**config.mk**
```make
export PLATFORM = sky130hd
export DESIGN_NAME = multi_slot_repeat_timer_table_core
export DESIGN_NICKNAME = d
export VERILOG_FILES = /design/src/sv/msrtt_pkg.sv /design/src/sv/multi_slot_repeat_timer_table_core.sv
export SDC_FILE = /design/constraint.sdc
export NUM_CORES = 2
export LEC_CHECK = 0
export BUFFER_PORTS_ARGS = -buffer_cell sky130_fd_sc_hd__buf_4
export CORE_MARGIN = 1.5
export CORE_UTILIZATION = 24
export DETAILED_ROUTE_END_ITERATION = 8
export PLACE_DENSITY = 0.42
export RECOVER_POWER = 50
export SYNTH_ARGS = -nofsm -noshare
export SYNTH_HDL_FRONTEND = slang
export SYNTH_SLANG_ARGS = --single-unit
```
**constraint.sdc**
```tcl
create_clock -name aclk -period 7.1 [get_ports aclk]
set_input_delay 2.13 -clock aclk [delete_from_list [all_inputs] [get_ports aclk]]
set_output_delay 2.13 -clock aclk [all_outputs]
set_load 0.01 [all_outputs]
```
**src/sv/msrtt_pkg.sv**
```systemverilog
package msrtt_pkg;

    // Field widths
    localparam int MODE_W   = 3;
    localparam int SLOT_W   = 4;
    localparam int VAL_W    = 32;
    localparam int STATUS_W = 2;
    localparam int MASK_W   = 16;

    // Stream widths (whole bytes)
    localparam int S_TDATA_W = 72;
    localparam int M_TDATA_W = 24;

    // Item kinds
    localparam logic [MODE_W-1:0] MODE_TICK   = 3'd0;
    localparam logic [MODE_W-1:0] MODE_CREATE = 3'd1;
    localparam logic [MODE_W-1:0] MODE_DELETE = 3'd2;
    localparam logic [MODE_W-1:0] MODE_START  = 3'd3;
    localparam logic [MODE_W-1:0] MODE_STOP   = 3'd4;

    // Result status codes
    localparam logic [STATUS_W-1:0] ST_OK     = 2'd0;
    localparam logic [STATUS_W-1:0] ST_FULL   = 2'd1;
    localparam logic [STATUS_W-1:0] ST_UNUSED = 2'd2;

    typedef logic [VAL_W-1:0] val_t;

endpackage

```
**src/sv/multi_slot_repeat_timer_table_core.sv**
```systemverilog
// Channel   Dir  Handshake          Payload
// s_        in   s_tvalid/s_tready  s_tdata: mode, slot, delay, repeats, start_now
// m_        out  m_tvalid/m_tready  m_tdata: status, given_slot, fire_mask
//
// A tick visits every slot (accept, each slot in turn on the shared
// count-down/reload unit, result load); a create walks up to the lowest
// free slot; delete, start and stop go through accept, op and result load.
// Reset (aresetn low, synchronous) frees every slot and empties the output.
// A result waiting on m_tready does not block the next input transfer; the
// walk of that next item stalls only at its result load.
module multi_slot_repeat_timer_table_core #(
    parameter int SLOTS = 16
) (
    input  logic                            aclk,
    input  logic                            aresetn,
    input  logic                            s_tvalid,
    output logic                            s_tready,
    // [2:0] mode, [6:3] slot, [38:7] delay, [70:39] repeats, [71] start_now
    input  logic [msrtt_pkg::S_TDATA_W-1:0] s_tdata,
    output logic                            m_tvalid,
    input  logic                            m_tready,
    // [1:0] status, [5:2] given_slot, [21:6] fire_mask, [23:22] zero
    output logic [msrtt_pkg::M_TDATA_W-1:0] m_tdata
);

    localparam int IDX_W = (SLOTS > 1) ? $clog2(SLOTS) : 1;
    localparam logic [IDX_W-1:0] LAST_IDX = IDX_W'(SLOTS - 1);

    typedef enum logic [1:0] {
        S_IDLE,
        S_WALK,
        S_OP,
        S_DONE
    } state_t;

    // Control state
    state_t                                state_reg, state_next;
    logic [SLOTS-1:0]                      occupied_reg, occupied_next;
    logic [SLOTS-1:0]                      running_reg, running_next;
    logic [IDX_W-1:0]                      idx_reg, idx_next;
    logic                                  m_tvalid_reg, m_tvalid_next;

    // Latched item
    logic [msrtt_pkg::MODE_W-1:0]          mode_reg, mode_next;
    logic [msrtt_pkg::SLOT_W-1:0]          slot_reg, slot_next;
    msrtt_pkg::val_t                       delay_reg, delay_next;
    msrtt_pkg::val_t                       repeats_reg, repeats_next;
    logic                                  start_now_reg, start_now_next;

    // Working result and output register
    logic [msrtt_pkg::STATUS_W-1:0]        status_reg, status_next;
    logic [msrtt_pkg::SLOT_W-1:0]          given_reg, given_next;
    logic [msrtt_pkg::MASK_W-1:0]          mask_reg, mask_next;
    logic [msrtt_pkg::STATUS_W-1:0]        out_status_reg, out_status_next;
    logic [msrtt_pkg::SLOT_W-1:0]          out_given_reg, out_given_next;
    logic [msrtt_pkg::MASK_W-1:0]          out_mask_reg, out_mask_next;

    // Per-slot value arrays; a free slot's remaining count reads as zero
    msrtt_pkg::val_t                       remaining_reg [SLOTS];
    msrtt_pkg::val_t                       reload_reg    [SLOTS];
    msrtt_pkg::val_t                       fires_reg     [SLOTS];

    logic                                  rem_we, rel_we, fires_we;
    msrtt_pkg::val_t                       rem_wdata, fires_wdata;

    // Current slot as seen by the shared unit
    logic                                  cur_occ, cur_run;
    msrtt_pkg::val_t                       cur_rem, cur_rel, cur_fires;
    logic [IDX_W-1:0]                      slot_idx;
    logic                                  slot_ok;
    logic                                  out_free;

    assign cur_occ   = occupied_reg[idx_reg];
    assign cur_run   = running_reg[idx_reg];
    assign cur_rem   = cur_occ ? remaining_reg[idx_reg] : '0;
    assign cur_rel   = reload_reg[idx_reg];
    assign cur_fires = fires_reg[idx_reg];

    assign slot_idx  = slot_reg[IDX_W-1:0];
    assign slot_ok   = ({1'b0, slot_reg} < 5'(SLOTS)) && occupied_reg[slot_idx];
    assign out_free  = !m_tvalid_reg || m_tready;

    assign s_tready  = (state_reg == S_IDLE);
    assign m_tvalid  = m_tvalid_reg;
    assign m_tdata   = {2'b00, out_mask_reg, out_given_reg, out_status_reg};

    // Sequencer and shared count-down / reload unit
    always_comb begin
        state_next      = state_reg;
        occupied_next   = occupied_reg;
        running_next    = running_reg;
        idx_next        = idx_reg;
        m_tvalid_next   = m_tvalid_reg;
        mode_next       = mode_reg;
        slot_next       = slot_reg;
        delay_next      = delay_reg;
        repeats_next    = repeats_reg;
        start_now_next  = start_now_reg;
        status_next     = status_reg;
        given_next      = given_reg;
        mask_next       = mask_reg;
        out_status_next = out_status_reg;
        out_given_next  = out_given_reg;
        out_mask_next   = out_mask_reg;
        rem_we          = 1'b0;
        rel_we          = 1'b0;
        fires_we        = 1'b0;
        rem_wdata       = cur_rem;
        fires_wdata     = cur_fires;

        // Output register drains independently
        if (m_tvalid_reg && m_tready) begin
            m_tvalid_next = 1'b0;
        end

        unique case (state_reg)
            S_IDLE: begin
                if (s_tvalid) begin
                    mode_next      = s_tdata[2:0];
                    slot_next      = s_tdata[6:3];
                    delay_next     = s_tdata[38:7];
                    repeats_next   = s_tdata[70:39];
                    start_now_next = s_tdata[71];
                    idx_next       = '0;
                    status_next    = msrtt_pkg::ST_OK;
                    given_next     = '0;
                    mask_next      = '0;
                    if (s_tdata[2:0] == msrtt_pkg::MODE_TICK ||
                        s_tdata[2:0] == msrtt_pkg::MODE_CREATE) begin
                        state_next = S_WALK;
                    end else begin
                        state_next = S_OP;
                    end
                end
            end
            S_WALK: begin
                if (mode_reg == msrtt_pkg::MODE_TICK) begin
                    // Count down, or fire and reload / free
                    if (cur_rem != '0) begin
                        rem_we    = 1'b1;
                        rem_wdata = cur_rem - 1'b1;
                    end else if (cur_run && cur_occ) begin
                        mask_next = mask_reg | (msrtt_pkg::MASK_W'(1) << idx_reg);
                        if (cur_fires == msrtt_pkg::val_t'(1)) begin
                            occupied_next[idx_reg] = 1'b0;
                            running_next[idx_reg]  = 1'b0;
                        end else begin
                            rem_we    = 1'b1;
                            rem_wdata = cur_rel;
                            if (cur_fires != '0) begin
                                fires_we    = 1'b1;
                                fires_wdata = cur_fires - 1'b1;
                            end
                        end
                    end
                    idx_next = idx_reg + 1'b1;
                    if (idx_reg == LAST_IDX) begin
                        state_next = S_DONE;
                    end
                end else begin
                    // Create: stop at the lowest free slot, or report full after the last
                    if (!cur_occ) begin
                        occupied_next[idx_reg] = 1'b1;
                        running_next[idx_reg]  = start_now_reg;
                        rem_we      = 1'b1;
                        rem_wdata   = delay_reg;
                        rel_we      = 1'b1;
                        fires_we    = 1'b1;
                        fires_wdata = repeats_reg;
                        status_next = msrtt_pkg::ST_OK;
                        given_next  = msrtt_pkg::SLOT_W'(idx_reg);
                        state_next  = S_DONE;
                    end else if (idx_reg == LAST_IDX) begin
                        status_next = msrtt_pkg::ST_FULL;
                        state_next  = S_DONE;
                    end else begin
                        idx_next = idx_reg + 1'b1;
                    end
                end
            end
            S_OP: begin
                unique case (mode_reg)
                    msrtt_pkg::MODE_DELETE: begin
                        if (slot_ok) begin
                            occupied_next[slot_idx] = 1'b0;
                            running_next[slot_idx]  = 1'b0;
                        end else begin
                            status_next = msrtt_pkg::ST_UNUSED;
                        end
                    end
                    msrtt_pkg::MODE_START: begin
                        if (slot_ok) begin
                            running_next[slot_idx] = 1'b1;
                        end else begin
                            status_next = msrtt_pkg::ST_UNUSED;
                        end
                    end
                    msrtt_pkg::MODE_STOP: begin
                        if (slot_ok) begin
                            running_next[slot_idx] = 1'b0;
                        end else begin
                            status_next = msrtt_pkg::ST_UNUSED;
                        end
                    end
                    default: begin
                        status_next = msrtt_pkg::ST_OK;
                    end
                endcase
                state_next = S_DONE;
            end
            S_DONE: begin
                // Load result once the output register is free
                if (out_free) begin
                    out_status_next = status_reg;
                    out_given_next  = given_reg;
                    out_mask_next   = mask_reg;
                    m_tvalid_next   = 1'b1;
                    state_next      = S_IDLE;
                end
            end
            default: begin
                state_next = S_IDLE;
            end
        endcase
    end

    // State and registered outputs
    always_ff @(posedge aclk) begin
        if (!aresetn) begin
            state_reg    <= S_IDLE;
            occupied_reg <= '0;
            running_reg  <= '0;
            idx_reg      <= '0;
            m_tvalid_reg <= 1'b0;
        end else begin
            state_reg    <= state_next;
            occupied_reg <= occupied_next;
            running_reg  <= running_next;
            idx_reg      <= idx_next;
            m_tvalid_reg <= m_tvalid_next;
        end
        mode_reg       <= mode_next;
        slot_reg       <= slot_next;
        delay_reg      <= delay_next;
        repeats_reg    <= repeats_next;
        start_now_reg  <= start_now_next;
        status_reg     <= status_next;
        given_reg      <= given_next;
        mask_reg       <= mask_next;
        out_status_reg <= out_status_next;
        out_given_reg  <= out_given_next;
        out_mask_reg   <= out_mask_next;
    end

    // Slot value arrays, written at the walk index
    always_ff @(posedge aclk) begin
        if (rem_we) begin
            remaining_reg[idx_reg] <= rem_wdata;
        end
        if (rel_we) begin
            reload_reg[idx_reg] <= delay_reg;
        end
        if (fires_we) begin
            fires_reg[idx_reg] <= fires_wdata;
        end
    end

endmodule
```
==> flow_summary.json <==
{
  "area_growth_pct": 18.0,
  "start_util_pct": 24.1,
  "cpMaxStageDelayCell": "a22oi_1",
  "cp_data_arrival_time_ps": 7110,
  "syn_area_per_cell_um2": 19.1,
  "yosysUniqueCellTypes": 88,
  "clkSlewWorstSetupHoldPaths_ps": 60,
  "worst-path-buf-inv": 1,
  "insertion_delay_ps": 840,
  "timing.hold.ws_ps": 434,
  "drtAntennaViolNets": 0,
  "swShare_pct": 27.9,
  "grt_pass1_wl_um": 300000,
  "setup_viol": 0,
  "irDropWorstVdd_uv": 242,
  "async_flop_share_pct": 0,
  "end_kind": "flip-flop",
  "wl_per_cell_um": 27.4,
  "finalWeightedCongestion": 0.789,
  "drt-pass1-iter-count": 6,
  "cts_setup_buffers": 0,
  "violations": "max-capacitance violations, max-slew violations",
  "criticalPathCategory": "reg -> reg",
  "die_h_um": 538,
  "drtIter0Drc": 3857,
  "clock-root-buffer": "clkbuf_16",
  "max_stage_delay_ps": 900,
  "cp_top_family": "compound AO/OA/AOI/OAI gates",
  "worstPathMaxFanout": 21,
  "tightest_slew_ps": 3470,
  "hold_viol": 0,
  "grt_overflow_total": 0,
  "crit_required_ps": 7550,
  "grt_pass1_vias": 37484,
  "die_w_um": 538,
  "drive_gt1_share_pct": 24.6,
  "final_common_cell": "edfxtp_1",
  "clock_sinks": 1695,
  "grt_util_all_layers_pct": 14.6,
  "synth_edf_count": 1652,
  "vias": 37134,
  "internal-power_mw": 19.1,
  "path_cells": "mux4_2, mux2i_1, mux2i_4, clkbuf_1, nand2_1, nand2_1, or2_0, a2111oi_4, nand4_1, a21o_1, a22oi_1",
  "h-tree-depth": 4,
  "p_comb_share_pct": 15.7,
  "placedCellCount": 7426,
  "synth.yosys.warnings": 0,
  "crit_top_cell": "nand2_1",
  "stdcell_count": 7777,
  "ctsHoldBuffers": 0,
  "fmax_mhz": 150,
  "startpoint_type": "flip-flop",
  "postPlaceCellArea_mm2": 0.0752,
  "core.rowCount": 196,
  "max_cap_viol_count": 14,
  "fin_ws_ps": 446,
  "via_per_inst": 4.77,
  "syn_inst": 3596,
  "stdcell_area_mm2": 0.0810,
  "p_per_area_mw_per_mm2": 327,
  "fin_nets": 3944,
  "synth_ff_type": "edfxtp_1",
  "p_leak_nw": 24.2,
  "slew_headroom_pct": -131,
  "synthesis.area_mm2": 0.0686,
  "fin_crit_sh_pct": 93.7,
  "p_clk_share_pct": 36.5,
  "layout_common_cells": "1652 x edfxtp_1, 417 x mux4_2, 213 x nand2_1",
  "drc": 0,
  "sequentialPowerShare_pct": 47.8,
  "hold_path_class": "reg -> reg",
  "fin_skew_ps": 50.3,
  "fin_util_pct": 28.4,
  "antenna_found_initial": 7,
  "dieArea_mm2": 0.289,
  "io_buffers": 99,
  "ctsResizeCount": 0,
  "drv_slew": 417,
  "dp_slack_ps": 661,
  "status": "finished with violations",
  "ys_seq_area_share_pct": 73.6,
  "synth-seq-cells": 1695,
  "clock_path_buffers": 3,
  "rsz0062_at_grt": "no",
  "cts_buffers": 188,
  "coreArea_mm2": 0.285,
  "p_sw_mw": 7.38,
  "dp_hpwl_um": 127000,
  "period_minus_slack_ps": 6650,
  "cts_tree": "yes",
  "grt_max_degree": 78,
  "pin_count": 102,
  "wl_um": 213000
}
[synth_stat cells (7+ instances only)]
cell	instances	share of area (%)
o221ai_1	12	0.15
nor2_1	179	0.98
inv_1	18	0.098
o311ai_0	9	0.11
nand2_1	213	1.2
buf_6	8	0.13
a311oi_1	11	0.14
a22o_1	16	0.20
a31oi_1	23	0.21
nand2b_1	19	0.17
edfxtp_1	1652	72
or4_1	9	0.098
and3_1	16	0.15
buf_2	39	0.28
mux4_2	417	14
a22oi_1	68	0.74
or3_1	21	0.19
buf_1	37	0.20
nor2b_1	18	0.16
nor3_1	30	0.22
a221oi_1	9	0.11
mux2i_1	83	1.2
o21ai_0	79	0.58
a21o_1	7	0.077
dfxtp_1	43	1.3
a211oi_1	21	0.23
nand4_1	14	0.13
a221o_1	11	0.16
o22ai_1	10	0.091
o211ai_1	13	0.14
a21oi_1	96	0.70
clkbuf_1	109	0.60
mux2_2	23	0.38
and2_1	14	0.13
a32oi_1	8	0.10
buf_4	17	0.19
ha_1	13	0.24
nand3_1	81	0.59
o311a_1	13	0.19
o31ai_1	9	0.098
[logic make-up (layout without fill, tap and decap cells)]
family          Yosys count  in the layout  share of synthesized area (%)
flops                  1695           1695                           73.6
simple gates            645            645                           4.37
mux                     523            523                           15.3
compound gates          480            480                           4.92
buf+inv                 232            649                           1.52
fa+ha+maj                13             13                          0.237
xor+xnor                  7              7                         0.0894
other cells               1              3                        0.00547
[routing by layer]
| metal | share of wire (%) | global-route usage, % | vias to the layer above |
|---|---|---|---|
| met4 | 1.8 | 3.32 | 4 |
| met1 | 47 | 21.2 | 20169 |
| met2 | 46 | 22.9 | 1208 |
| li1 | - | - | 15501 |
| met3 | 5.3 | 2.17 | 252 |
| met5 | 0.010 | 0 | - |
[power groups by stage]
| stage | Combinational, mW | Sequential, mW | Clock [mW] |
|---|---|---|---|
| floorplan | 2.48 | 12.6 | 0 |
| global placement | 4.23 | 12.8 | 0 |
| detailed placement | 4.27 | 12.8 | 0 |
| CTS | 4.28 | 12.6 | 9.91 |
| global route | 4.49 | 12.7 | 10.3 |
| finish | 4.16 | 12.6 | 9.66 |
[final timing paths]
kind | start | endpoint | slack [ps] | cells after the start
max | idx_reg[0] | fires_reg[3][23] | 450 | 11
min | given_reg[3] | out_given_reg[3] | 430 | 0
max reg2reg | idx_reg[0] | fires_reg[3][23] | 450 | 11
min reg2reg | given_reg[3] | out_given_reg[3] | 430 | 0
[cell type report]
cell class                      count  area [um^2]
Fill cell                       28168       204000
Timing Repair Buffer              279         2100
Tap cell                         3762         4710
Antenna cell                        1         2.50
Inverter                           21         83.8
Clock inverter                    116         1180
Multi-Input combinational cell   1670        17500
Clock buffer                      233         4930
Sequential cell                  1695        50500
[stage by stage]
| step | setup TNS [ps] | power (mW) |
|---|---|---|
| floorplan | -26120 | 15.1 |
| global placement | 0 | 17.1 |
| detailed placement | 0 | 17.1 |
| CTS | 0 | 26.8 |
| global route | 0 | 27.4 |
| finish | 0 | 26.4 |
[worst register-to-register path: stages, from the launching register on]
cell,delay [ps]
dfxtp_1,890
mux4_2,620
mux2i_1,280
mux2i_4,180
clkbuf_1,880
nand2_1,430
nand2_1,110
or2_0,470
a2111oi_4,770
nand4_1,470
a21o_1,290
a22oi_1,900
Note: power is estimated with default switching activity, not from simulation.
